**src/design/rws_pkg.sv**
```systemverilog
// shared types, constants and codes for the roulette wheel selection block
package rws_pkg;

    // field widths
    localparam int FIT_W     = 16;
    localparam int SUM_W     = 22;
    localparam int RND_W     = 31;
    localparam int WHOLE_W   = 15;
    localparam int OFF_W     = 8;
    localparam int IDX_OUT_W = 6;
    localparam int FRAC_W    = 8;
    localparam int DIV_CNT_W = 5;

    // last step of the bit-serial modulo, one step per random bit
    localparam logic [DIV_CNT_W-1:0] DIV_LAST = 5'd30;

    // half of one in q15.8, for round half up of the wheel total
    localparam logic [SUM_W:0] ROUND_HALF = 23'd128;

    // saturation value of an offspring count
    localparam logic [OFF_W-1:0] OFF_MAX = 8'hFF;

    // opcodes
    localparam logic [1:0] OP_CLEAR = 2'd0;
    localparam logic [1:0] OP_LOAD  = 2'd1;
    localparam logic [1:0] OP_SPIN  = 2'd2;

    // status codes
    localparam logic [1:0] ST_OK    = 2'd0;
    localparam logic [1:0] ST_FULL  = 2'd1;
    localparam logic [1:0] ST_EMPTY = 2'd2;

    typedef logic [IDX_OUT_W-1:0] t_idx_out;

    typedef struct packed {
        logic [1:0]       opcode;
        logic [FIT_W-1:0] fitness;
        logic [RND_W-1:0] random_word;
    } t_in_word;

    typedef struct packed {
        logic [IDX_OUT_W-1:0] selected_index;
        logic [OFF_W-1:0]     offspring_count;
        logic [SUM_W-1:0]     wheel_total;
        logic [1:0]           status;
    } t_out_word;

    typedef enum logic [2:0] {
        S_IDLE,
        S_DIV,
        S_BS_RD,
        S_BS_CMP,
        S_CNT_RD,
        S_CNT_WR,
        S_PUSH
    } t_state;

    // controller to datapath
    typedef struct packed {
        logic accept;
        logic div_step;
        logic bs_rd;
        logic bs_cmp;
        logic cnt_rd;
        logic cnt_wr;
        logic push;
    } t_rws_cmd;

    // datapath to controller
    typedef struct packed {
        logic spin_go;
        logic div_last;
        logic bs_done;
        logic out_free;
    } t_rws_sts;

endpackage

```
**src/design/rws_ctrl.sv**
```systemverilog
// controller state machine sequencing accept, then for a spin modulo, search and count update, then output
module rws_ctrl (
    input  logic              i_clk,
    input  logic              i_rst_n,
    input  logic              i_in_valid,
    input  rws_pkg::t_rws_sts i_sts,
    output logic              o_in_ready,
    output rws_pkg::t_rws_cmd o_cmd
);

    rws_pkg::t_state r_state;
    rws_pkg::t_state n_state;

    // state register
    always_ff @(posedge i_clk) begin
        if (!i_rst_n) begin
            r_state <= rws_pkg::S_IDLE;
        end else begin
            r_state <= n_state;
        end
    end

    // next state
    always_comb begin
        n_state = r_state;
        case (r_state)
            rws_pkg::S_IDLE: begin
                if (i_in_valid) begin
                    n_state = i_sts.spin_go ? rws_pkg::S_DIV : rws_pkg::S_PUSH;
                end
            end
            rws_pkg::S_DIV: begin
                if (i_sts.div_last) begin
                    n_state = rws_pkg::S_BS_RD;
                end
            end
            rws_pkg::S_BS_RD: begin
                n_state = i_sts.bs_done ? rws_pkg::S_CNT_RD : rws_pkg::S_BS_CMP;
            end
            rws_pkg::S_BS_CMP: n_state = rws_pkg::S_BS_RD;
            rws_pkg::S_CNT_RD: n_state = rws_pkg::S_CNT_WR;
            rws_pkg::S_CNT_WR: n_state = rws_pkg::S_PUSH;
            rws_pkg::S_PUSH: begin
                if (i_sts.out_free) begin
                    n_state = rws_pkg::S_IDLE;
                end
            end
            default: n_state = rws_pkg::S_IDLE;
        endcase
    end

    // commands
    always_comb begin
        o_cmd      = '0;
        o_in_ready = 1'b0;
        case (r_state)
            rws_pkg::S_IDLE: begin
                o_in_ready   = 1'b1;
                o_cmd.accept = i_in_valid;
            end
            rws_pkg::S_DIV:    o_cmd.div_step = 1'b1;
            rws_pkg::S_BS_RD:  o_cmd.bs_rd    = !i_sts.bs_done;
            rws_pkg::S_BS_CMP: o_cmd.bs_cmp   = 1'b1;
            rws_pkg::S_CNT_RD: o_cmd.cnt_rd   = 1'b1;
            rws_pkg::S_CNT_WR: o_cmd.cnt_wr   = 1'b1;
            rws_pkg::S_PUSH:   o_cmd.push     = i_sts.out_free;
            default: o_cmd = '0;
        endcase
    end

endmodule

```
**src/design/rws_datapath.sv**
```systemverilog
// datapath: wheel memories, bit-serial modulo, binary search and output register
module rws_datapath #(
    parameter int POPULATION_SIZE = 32
) (
    input  logic               i_clk,
    input  logic               i_rst_n,
    input  rws_pkg::t_in_word  i_in_word,
    input  rws_pkg::t_rws_cmd  i_cmd,
    input  logic               i_out_ready,
    output rws_pkg::t_rws_sts  o_sts,
    output logic               o_out_valid,
    output rws_pkg::t_out_word o_out_word
);

    localparam int IDX_W = $clog2(POPULATION_SIZE);
    localparam int CNT_W = $clog2(POPULATION_SIZE + 1);
    localparam logic [CNT_W-1:0] FULL_CNT = CNT_W'(POPULATION_SIZE);

    // wheel state
    logic [rws_pkg::SUM_W-1:0]  r_total;
    logic [CNT_W-1:0]           r_loaded;
    logic [POPULATION_SIZE-1:0] r_cnt_vld;
    logic [rws_pkg::SUM_W-1:0]  sum_mem [POPULATION_SIZE];
    logic [rws_pkg::OFF_W-1:0]  cnt_mem [POPULATION_SIZE];

    // spin working registers
    logic [rws_pkg::RND_W-1:0]     r_div;
    logic [rws_pkg::WHOLE_W-1:0]   r_rem;
    logic [rws_pkg::DIV_CNT_W-1:0] r_div_cnt;
    logic [IDX_W-1:0]              r_lo;
    logic [IDX_W-1:0]              r_hi;
    logic [rws_pkg::SUM_W-1:0]     r_sum_rd;
    logic [rws_pkg::OFF_W-1:0]     r_cnt_rd;
    logic                          r_cnt_rd_vld;
    rws_pkg::t_out_word            r_res;
    rws_pkg::t_out_word            n_res;
    rws_pkg::t_out_word            r_out_word;
    logic                          r_out_valid;

    logic [rws_pkg::SUM_W-1:0]   w_new_sum;
    logic [IDX_W-1:0]            w_slot;
    logic [IDX_W-1:0]            w_last;
    logic                        w_full;
    logic [rws_pkg::SUM_W:0]     w_round;
    logic [rws_pkg::WHOLE_W-1:0] w_whole;
    logic [rws_pkg::WHOLE_W:0]   w_trial;
    logic [rws_pkg::WHOLE_W:0]   w_diff;
    logic [rws_pkg::WHOLE_W-1:0] n_rem;
    logic [rws_pkg::SUM_W:0]     w_land;
    logic                        w_ge_land;
    logic [IDX_W:0]              w_lohi;
    logic [IDX_W-1:0]            w_mid;
    logic [rws_pkg::OFF_W-1:0]   n_cnt;
    logic                        w_load_wr;

    // wheel bookkeeping
    assign w_new_sum = r_total + rws_pkg::SUM_W'(i_in_word.fitness);
    assign w_slot    = r_loaded[IDX_W-1:0];
    assign w_last    = IDX_W'(r_loaded - 1'b1);
    assign w_full    = (r_loaded == FULL_CNT);
    assign w_load_wr = i_cmd.accept && (i_in_word.opcode == rws_pkg::OP_LOAD) && !w_full;

    // total rounded half up to a whole number
    assign w_round = {1'b0, r_total} + rws_pkg::ROUND_HALF;
    assign w_whole = w_round[rws_pkg::SUM_W -: rws_pkg::WHOLE_W];

    // one restoring step of the modulo
    assign w_trial = {r_rem, r_div[rws_pkg::RND_W-1]};
    assign w_diff  = w_trial - {1'b0, w_whole};
    assign n_rem   = (w_trial >= {1'b0, w_whole}) ? w_diff[rws_pkg::WHOLE_W-1:0]
                                                  : w_trial[rws_pkg::WHOLE_W-1:0];

    // landing point in q15.8 against the running sum just read
    assign w_land    = {r_rem, rws_pkg::FRAC_W'(0)};
    assign w_ge_land = ({1'b0, r_sum_rd} >= w_land);
    assign w_lohi    = {1'b0, r_lo} + {1'b0, r_hi};
    assign w_mid     = w_lohi[IDX_W:1];

    // saturating offspring count, an unspun slot reads as zero
    always_comb begin
        if (!r_cnt_rd_vld) begin
            n_cnt = rws_pkg::OFF_W'(1);
        end else if (r_cnt_rd == rws_pkg::OFF_MAX) begin
            n_cnt = rws_pkg::OFF_MAX;
        end else begin
            n_cnt = r_cnt_rd + 1'b1;
        end
    end

    // status to the controller
    assign o_sts.spin_go  = (i_in_word.opcode == rws_pkg::OP_SPIN) && (r_loaded != '0)
                            && (w_whole != '0);
    assign o_sts.div_last = (r_div_cnt == rws_pkg::DIV_LAST);
    assign o_sts.bs_done  = (r_lo == r_hi);
    assign o_sts.out_free = !r_out_valid || i_out_ready;

    // wheel control state
    always_ff @(posedge i_clk) begin
        if (!i_rst_n) begin
            r_total   <= '0;
            r_loaded  <= '0;
            r_cnt_vld <= '0;
        end else begin
            if (i_cmd.accept && (i_in_word.opcode == rws_pkg::OP_CLEAR)) begin
                r_total   <= '0;
                r_loaded  <= '0;
                r_cnt_vld <= '0;
            end else if (w_load_wr) begin
                r_total           <= w_new_sum;
                r_loaded          <= r_loaded + 1'b1;
                r_cnt_vld[w_slot] <= 1'b0;
            end else if (i_cmd.cnt_wr) begin
                r_cnt_vld[r_lo] <= 1'b1;
            end
        end
    end

    // running sum memory
    always_ff @(posedge i_clk) begin
        if (w_load_wr) begin
            sum_mem[w_slot] <= w_new_sum;
        end
        if (i_cmd.bs_rd) begin
            r_sum_rd <= sum_mem[w_mid];
        end
    end

    // offspring count memory
    always_ff @(posedge i_clk) begin
        if (i_cmd.cnt_wr) begin
            cnt_mem[r_lo] <= n_cnt;
        end
        if (i_cmd.cnt_rd) begin
            r_cnt_rd     <= cnt_mem[r_lo];
            r_cnt_rd_vld <= r_cnt_vld[r_lo];
        end
    end

    // modulo step counter
    always_ff @(posedge i_clk) begin
        if (!i_rst_n) begin
            r_div_cnt <= '0;
        end else if (i_cmd.accept) begin
            r_div_cnt <= '0;
        end else if (i_cmd.div_step) begin
            r_div_cnt <= r_div_cnt + 1'b1;
        end
    end

    // modulo and search registers
    always_ff @(posedge i_clk) begin
        if (i_cmd.accept) begin
            r_div <= i_in_word.random_word;
            r_rem <= '0;
            r_lo  <= '0;
            r_hi  <= w_last;
        end else if (i_cmd.div_step) begin
            r_div <= r_div << 1;
            r_rem <= n_rem;
        end else if (i_cmd.bs_cmp) begin
            if (w_ge_land) begin
                r_hi <= w_mid;
            end else begin
                r_lo <= w_mid + 1'b1;
            end
        end
    end

    // result word as taken at accept
    always_comb begin
        n_res = '{selected_index: '0, offspring_count: '0,
                  wheel_total: r_total, status: rws_pkg::ST_OK};
        case (i_in_word.opcode)
            rws_pkg::OP_CLEAR: n_res.wheel_total = '0;
            rws_pkg::OP_LOAD: begin
                if (w_full) begin
                    n_res.status = rws_pkg::ST_FULL;
                end else begin
                    n_res.selected_index = rws_pkg::t_idx_out'(w_slot);
                    n_res.wheel_total    = w_new_sum;
                end
            end
            rws_pkg::OP_SPIN: begin
                if (!o_sts.spin_go) begin
                    n_res.status = rws_pkg::ST_EMPTY;
                end
            end
            default: n_res.status = rws_pkg::ST_OK;
        endcase
    end

    // result word
    always_ff @(posedge i_clk) begin
        if (i_cmd.accept) begin
            r_res <= n_res;
        end else if (i_cmd.cnt_wr) begin
            r_res <= '{selected_index: rws_pkg::t_idx_out'(r_lo), offspring_count: n_cnt,
                       wheel_total: r_res.wheel_total, status: r_res.status};
        end
    end

    // output register
    always_ff @(posedge i_clk) begin
        if (!i_rst_n) begin
            r_out_valid <= 1'b0;
        end else if (i_cmd.push) begin
            r_out_valid <= 1'b1;
        end else if (i_out_ready) begin
            r_out_valid <= 1'b0;
        end
    end

    always_ff @(posedge i_clk) begin
        if (i_cmd.push) begin
            r_out_word <= r_res;
        end
    end

    assign o_out_valid = r_out_valid;
    assign o_out_word  = r_out_word;

endmodule

```
**src/design/roulette_wheel_selection.sv**
```systemverilog
// Roulette wheel selection: clear and load go from acceptance straight to the output push.
// A spin runs a bit-serial modulo of the random word by the rounded wheel total, then a
// binary search over the monotonic running sums, each probe a read of the sum memory's
// registered read port and then a compare, then a count read and write back.
// One word is in work at a time; the result waits in an output register.
// Synchronous active-low reset empties the wheel at once; no clearing pass is needed.
module roulette_wheel_selection #(
    parameter int POPULATION_SIZE = 32
) (
    input  logic               i_clk,
    input  logic               i_rst_n,
    input  logic               i_in_valid,
    output logic               o_in_ready,
    input  rws_pkg::t_in_word  i_in_word,
    output logic               o_out_valid,
    input  logic               i_out_ready,
    output rws_pkg::t_out_word o_out_word
);

    rws_pkg::t_rws_cmd w_cmd;
    rws_pkg::t_rws_sts w_sts;

    // sequencer
    rws_ctrl u_ctrl (
        .i_clk      (i_clk),
        .i_rst_n    (i_rst_n),
        .i_in_valid (i_in_valid),
        .i_sts      (w_sts),
        .o_in_ready (o_in_ready),
        .o_cmd      (w_cmd)
    );

    // wheel storage and arithmetic
    rws_datapath #(
        .POPULATION_SIZE (POPULATION_SIZE)
    ) u_datapath (
        .i_clk       (i_clk),
        .i_rst_n     (i_rst_n),
        .i_in_word   (i_in_word),
        .i_cmd       (w_cmd),
        .i_out_ready (i_out_ready),
        .o_sts       (w_sts),
        .o_out_valid (o_out_valid),
        .o_out_word  (o_out_word)
    );

endmodule

```
**config.mk**
```make
export PLATFORM = sky130hd
export DESIGN_NAME = roulette_wheel_selection
export DESIGN_NICKNAME = d
export VERILOG_FILES = /design/src/design/rws_pkg.sv /design/src/design/rws_ctrl.sv /design/src/design/rws_datapath.sv /design/src/design/roulette_wheel_selection.sv
export SDC_FILE = /design/constraint.sdc
export NUM_CORES = 2
export LEC_CHECK = 0
export BUFFER_PORTS_ARGS = -buffer_cell sky130_fd_sc_hd__clkbuf_2
export CAP_MARGIN = 20
export CORE_MARGIN = 10
export CORE_UTILIZATION = 56
export DETAILED_ROUTE_END_ITERATION = 10
export GPL_ROUTABILITY_DRIVEN = 0
export HOLD_SLACK_MARGIN = 0.03
export PLACE_DENSITY = 0.75
export RECOVER_POWER = 50
export SLEW_MARGIN = 10
export SYNTH_ARGS = -nofsm -noshare
export SYNTH_HDL_FRONTEND = slang
export SYNTH_HIERARCHICAL = 1
export SYNTH_SLANG_ARGS = --single-unit
```
**constraint.sdc**
```tcl
create_clock -name i_clk -period 3.7 [get_ports i_clk]
set_clock_uncertainty 0.05 [all_clocks]
set_input_delay 0.185 -clock i_clk [delete_from_list [all_inputs] [get_ports i_clk]]
set_output_delay 0.185 -clock i_clk [all_outputs]
set_load 0.02 [all_outputs]
```
# After elaboration in Yosys (flattened, before gate mapping)
# Memory sizes are Yosys's and may differ from the RTL's. A register that Yosys moved wholly into a read port is not among the register bits.
# Index checks and enable logic that the tools add are counted.
[totals]
in_bits = 53
n_memories = 2
elab_cells = 130
reg_bits = 202
out_inout_bits = 40
ram_bits = 960
[mem_list]
columns = ["memory", "words", "word_bits", "read_ports", "rd_clocked_by_memory_dff", "write_ports", "line", "source"]
rows = [
  ["u_datapath.sum_mem", 32, 22, 1, 1, 1, "rws_datapath.sv:23", "logic [rws_pkg::SUM_W-1:0] sum_mem [POPULATION_SIZE];"],
  ["u_datapath.cnt_mem", 32, 8, 1, 1, 1, "rws_datapath.sv:24", "logic [rws_pkg::OFF_W-1:0] cnt_mem [POPULATION_SIZE];"],
]
[classes]
order_cmp = 6
n_mux = 46
reduce_logical = 26
bitwise_logic = 6
eq_ne = 16
addsub = 9
[op_table]
columns = ["operator", "n"]
rows = [
  ["2-to-1 mux 38 bit", 2],
  ["2-to-1 mux 32 bit", 2],
  ["2-to-1 mux 31 bit", 2],
  ["case mux 22 bit (2 select lines)", 1],
  ["bitwise AND 32 bit", 1],
  ["NOT 32 bit", 1],
  ["OR 32 bit", 1],
  ["2-to-1 mux 5 bit", 5],
  ["adder 22 x 8 -> 23 bit, second input constant", 1],
  [">= comparator 22 x 23 -> 1 bit", 1],
  ["adder 22 x 16 -> 22 bit", 1],
  ["2-to-1 mux 22 bit", 1],
  ["case mux 3 bit (7 select lines)", 1],
  ["2-to-1 mux 1 bit", 18],
  [">= comparator 16 x 15 -> 1 bit", 1],
  ["2-to-1 mux 8 bit", 2],
  ["2-to-1 mux 15 bit", 1],
  ["2-to-1 mux 3 bit", 5],
  ["nonzero test 15 bit", 1],
  ["subtractor 15 bit", 1],
  ["< comparator 5 x 6 -> 1 bit, second input constant", 2],
  ["nonzero test 2 bit", 6],
  ["adder 5 x 1 -> 5 bit, second input constant", 2],
  ["demux 1 bit (select 5 bit)", 2],
  ["other kinds (29)", 48],
]

# Depth between registers and ports, before layout
[depth]
depth_word = 7
depth_mapped = 14
ltp_nobuf = 13

# Hierarchy
# The synthesis kept the hierarchy.
[modules_own_cells]
columns = ["mod", "instances", "seq_area_each_um2", "cells_per_inst", "area_per_inst_um2"]
rows = [
  ["rws_datapath", 1, 34703.3, 2784, 47993.5],
  ["rws_ctrl", 1, 60.1, 36, 269.0],
]

# Least setup slack after synthesis
# OpenSTA, ideal clock, no wires.
[synth_timing]
path_kind = "flip-flop to flip-flop"
from = "register u_ctrl.r_state[0]"
to = "memory u_datapath/sum_mem[31][0] (netlist name) (enable)"
stages_incl_launch_ff = 9
setup_ps = 401
n_path_buf = 2
period_less_slack_ps = 4430
arrival_time_ps = 3979
required_ps = 3249
setup_slack_ps = -730
cell_sequence = "dfxtp_1 buf_2 nor3_1 and2_1 clkinv_1 nor2_1 nand2_1 clkbuf_1 nor2_1"
[synth_rtl]
columns = ["element", "line", "source"]
rows = [
  ["start, declared", "rws_ctrl.sv:11", "rws_pkg::t_state r_state;"],
  ["start signal, assigned", "rws_ctrl.sv:17", "r_state <= rws_pkg::S_IDLE;"],
  ["start signal, assigned", "rws_ctrl.sv:19", "r_state <= n_state;"],
  ["end, declared", "rws_datapath.sv:23", ""],
]

# Worst setup path after layout
[layout_timing]
from = "register u_datapath/r_total[7] (netlist name)"
to = "register u_datapath/r_rem[8] (netlist name)"
[layout_between]
elab_chain_cells = 3
elab_cells_between_ends = 4
cone_classes = "2 x add/sub; 1 x order compare; 1 x mux"
[layout_rtl]
columns = ["element", "line", "source"]
rows = [
  ["start, declared", "rws_datapath.sv:20", "logic [rws_pkg::SUM_W-1:0] r_total;"],
  ["start signal, assigned", "rws_datapath.sv:109", "r_total <= w_new_sum;"],
  ["adder 22 x 8 -> 23 bit (*)", "rws_datapath.sv:64", "assign w_round = {1'b0, r_total} + rws_pkg::ROUND_HALF;"],
  ["subtractor 15 bit or >= comparator 16 x 15 -> 1 bit (tied branches)", "rws_datapath.sv:69, rws_datapath.sv:70", ""],
  ["2-to-1 mux 15 bit (*)", "rws_datapath.sv:70", "assign n_rem = (w_trial >= {1'b0, w_whole}) ? w_diff[rws_pkg::WHOLE_W-1:0]"],
  ["end signal, assigned", "rws_datapath.sv:159", "r_rem <= n_rem;"],
  ["end, declared", "rws_datapath.sv:28", "logic [rws_pkg::WHOLE_W-1:0] r_rem;"],
]
# Every way passes the cells marked *; elsewhere a longest branch is shown, timed or not.
# A chain may end at the register's enable or synchronous reset.

==> flow_summary.toml <==
[cells_and_area]
synthToLayoutAreaGrowth_pct = 14.5
diodes = 0
fin_cells = 4324
drive_gt1_frac = 0.209
design_area_mm2 = 0.0553
fillCellCount = 5642
finalNetCount = 3201
regArea_mm2 = 0.0348
multi_input_area_mm2 = 0.0131

[global_routing]
grt_pass1_vias = 28400
overflow = 0
grt_pass1_wl_um = 178000
grt_max_degree = 78
track_usage = 0.240
antenna_found_initial = 1

[placement]
pre_cts_ws_ns = -0.244
placed_cells_incl_taps = 4073
dp_hpwl_um = 72000
post_dp_cell_area_mm2 = 0.0514
port_buffers = 91

[timing]
hold_slack_ns = -0.0878
final_max_slew_viol_count = 108
min_period_ns = 3.52
setup_ws_ns = 0.181
max_freq_ghz = 0.284
worstMarginPinSlew_ns = 1.90
setup_viol = 0
slew-limit-headroom = -0.267
finalCritPeriodShare = 0.951
finalHoldViolations = 1

[pwr]
p_total_mw = 43.2
share_comb_of_total_power = 0.361
swShare = 0.327
p_clk_frac = 0.258
power.density_mw_per_mm2 = 783
leakage_nw = 18.2
p_int_mw = 29.1
peakVddDrop_mv = 0.559
switchingPower_mw = 14.2
seqPwrFrac = 0.381

[synth]
synth_edf_count = 1093
synthArstFlopShare = 0
synthFlopType = "edfxtp_1"
syn_area_mm2 = 0.0483
ys_seq_area_frac = 0.720
syn-num-nets = 2936
ys_ff_latch = 1190
ys_types = 83
syn_avg_cell_area_um2 = 17.1
ys_warn_count = 6
synth_cells = 2820

[cts]
cts_max_path_buffers = 3
cts_tree = "done"
ctsHtreeMaxLevel = 3
clk_pin_slew_ns = 0.07
cts_root_buf = "clkbuf_16"
insertion_delay_ns = 0.71
cts_buffers = 111
clock-sinks = 1190

[floorplanning]
start_util = 0.566
die-width_um = 314
die_area_mm2 = 0.0983
coreArea_mm2 = 0.0853
rows = 107
die_height_um = 314
io_pins = 93

[outcome]
violations = "hold timing, capacitance limit, slew limit"
outcome = "finished, violations left"

[routing]
wl_per_cell_um = 27.7
drc = 0
postRouteAntennaNets = 0
firstDrtPassIters = 7
num_vias = 27800
drt_iter0_markers = 3567
vias_per_cell = 6.43
finalWirelength_um = 120000

[critical_path]
worstPathRequired_ns = 4.26
crit_arrival_ns = 4.08
critPathKind = "register to register"
worst-path-max-fanout = 9
start_kind = "register"
setup.worst_path.end_class = "register"

[flow_run]
drv_cap = 3

[worst_hold_path]
hp-class = "input pin to register"
-- metal layers --
metal,track usage,wire length [um],part of all wire
met1,0.307,44700,0.37
met5,0,0,0
met2,0.406,60000,0.50
met4,0.0954,4910,0.041
met3,0.0408,10200,0.085
-- layout make-up --
type | instances | share of cell area
clock buffer | 142 | 0.0537
timing repair buffer | 304 | 0.0399
inverter | 50 | 0.00340
clock inverter | 66 | 0.0113
tap | 1144 | 0.0259
sequential | 1190 | 0.629
multi-input combinational | 1428 | 0.236
-- layout by cell type (no fill, tap or decap), drive strengths merged, types with 31 or more instances in the layout --
cell type	Yosys	layout
mux2i	144	144
inv	47	48
buf	50	126
clkinv	3	56
a21oi	92	92
ha	60	60
nor2	162	162
dfxtp	97	97
o21ai	71	71
clkbuf	104	281
dlygate4sd3	0	39
nor3	44	44
mux2	31	31
a22oi	42	42
xnor2	40	41
nand2	147	147
o22ai	47	47
edfxtp	1093	1093
o221ai	44	44
mux4	182	182
-- timing repair --
item	CTS	global route
hold buffers	39	0
endpoints found under the hold margin	54	0
pin swaps	1	5
setup endpoints to repair	39	101
gates cloned	1	1
buffers inserted	0	1
resized for setup	3	15
-- final timing paths --
path / from / end / slack [ns] / depth (start not counted)
setup / recovery: u_datapath/r_total[7]$_SDFFE_PP0P_ / u_datapath/r_rem[8]$_SDFFE_PP0P_ / 0.18 / 12
hold / removal: i_in_word[31] / u_datapath/r_total[0]$_SDFFE_PP0P_ / -0.09 / 4
setup reg to reg: u_datapath/r_total[7]$_SDFFE_PP0P_ / u_datapath/r_rem[8]$_SDFFE_PP0P_ / 0.18 / 12
hold reg to reg: u_datapath/r_res[33]$_DFFE_PP_ / u_datapath/o_out_word[33]$_DFFE_PP_ / 0.37 / 0
-- critical path: stages (launching register included) --
cell and delay, ns:
dfxtp_2 0.36, ha_1 0.33, ha_1 0.22, fa_1 0.40, nor2b_1 0.17, o211ai_1 0.10, a21boi_1 0.23, o21a_1 0.25
o21a_1 0.21, a221oi_4 0.10, o21a_2 0.32, or3_1 0.38, a311oi_1 0.30
-- logic make-up after synthesis --
group	Yosys count	synth area share
other	1	0.0000777
buffers and inverters	204	0.0167
muxes	357	0.122
adders and majority gates	66	0.0174
xor gates and xnor gates	64	0.0118
AOI/OAI and AO/OA	451	0.0644
and+or+nand+nor	487	0.0473
DFF	1190	0.720
-- stage by stage --
step	utilization	setup TNS [ns]
3_5_place_dp	0.603	-7.93
2_1_floorplan	-	0
5_1_grt	0.648	-0.000598
3_3_place_gp	0.603	-5.59
6_report	0.648	0
4_1_cts	0.650	0
-- cells in the mapped netlist, types with 8 or more instances --
master,number,area (um^2)
a21o_1,9,67.6
o21a_1,15,113
ha_1,60,751
o21ai_0,64,320
mux2i_1,144,1440
buf_1,31,116
xnor2_1,39,342
nand2b_1,8,50.1
o32ai_1,22,193
nand4_1,25,156
a211oi_1,9,67.6
or2_2,10,62.6
o211ai_1,8,60.1
nor2b_1,8,50.1
o221ai_1,44,385
clkbuf_1,104,390
edfxtp_1,1093,32800
dfxtp_1,97,1940
inv_1,46,173
o22ai_1,47,294
xor2_1,24,210
nor2_1,162,608
and3_1,12,75.1
nor3_1,43,215
a21oi_1,92,460
a31oi_1,29,181
buf_2,16,80.1
o22a_1,22,193
a22oi_1,42,315
mux4_2,182,4100
mux2_2,31,349
nand3_1,26,130
nand2_1,146,548
-- power groups by stage --
stage / Clock (mW) / Combinational (mW) / Sequential, mW
floorplan: 0 / 10.4 / 16.5
global placement: 0 / 14.8 / 16.7
detailed placement: 0 / 15.3 / 16.7
CTS: 11.3 / 15.5 / 16.4
global route: 11.8 / 16.6 / 16.5
finish: 11.2 / 15.6 / 16.5
-- registers in the layout (all words and copies together), names as in the netlist --
register and flops:
u_datapath/r_loaded 6, u_datapath/o_out_valid 1, u_datapath/r_div_cnt 5, u_datapath/r_cnt_vld 32, u_datapath/r_div 31, u_datapath/r_cnt_rd 8
u_datapath/r_lo 5, u_datapath/r_cnt_rd_vld 1, u_ctrl/r_state 3, u_datapath/r_res 37, u_datapath/r_sum_rd 22, u_datapath/r_hi 5
u_datapath/cnt_mem 256, u_datapath/r_total 22, u_datapath/sum_mem 704, u_datapath/o_out_word 37, u_datapath/r_rem 15
Power figures use the tool's default switching activity.
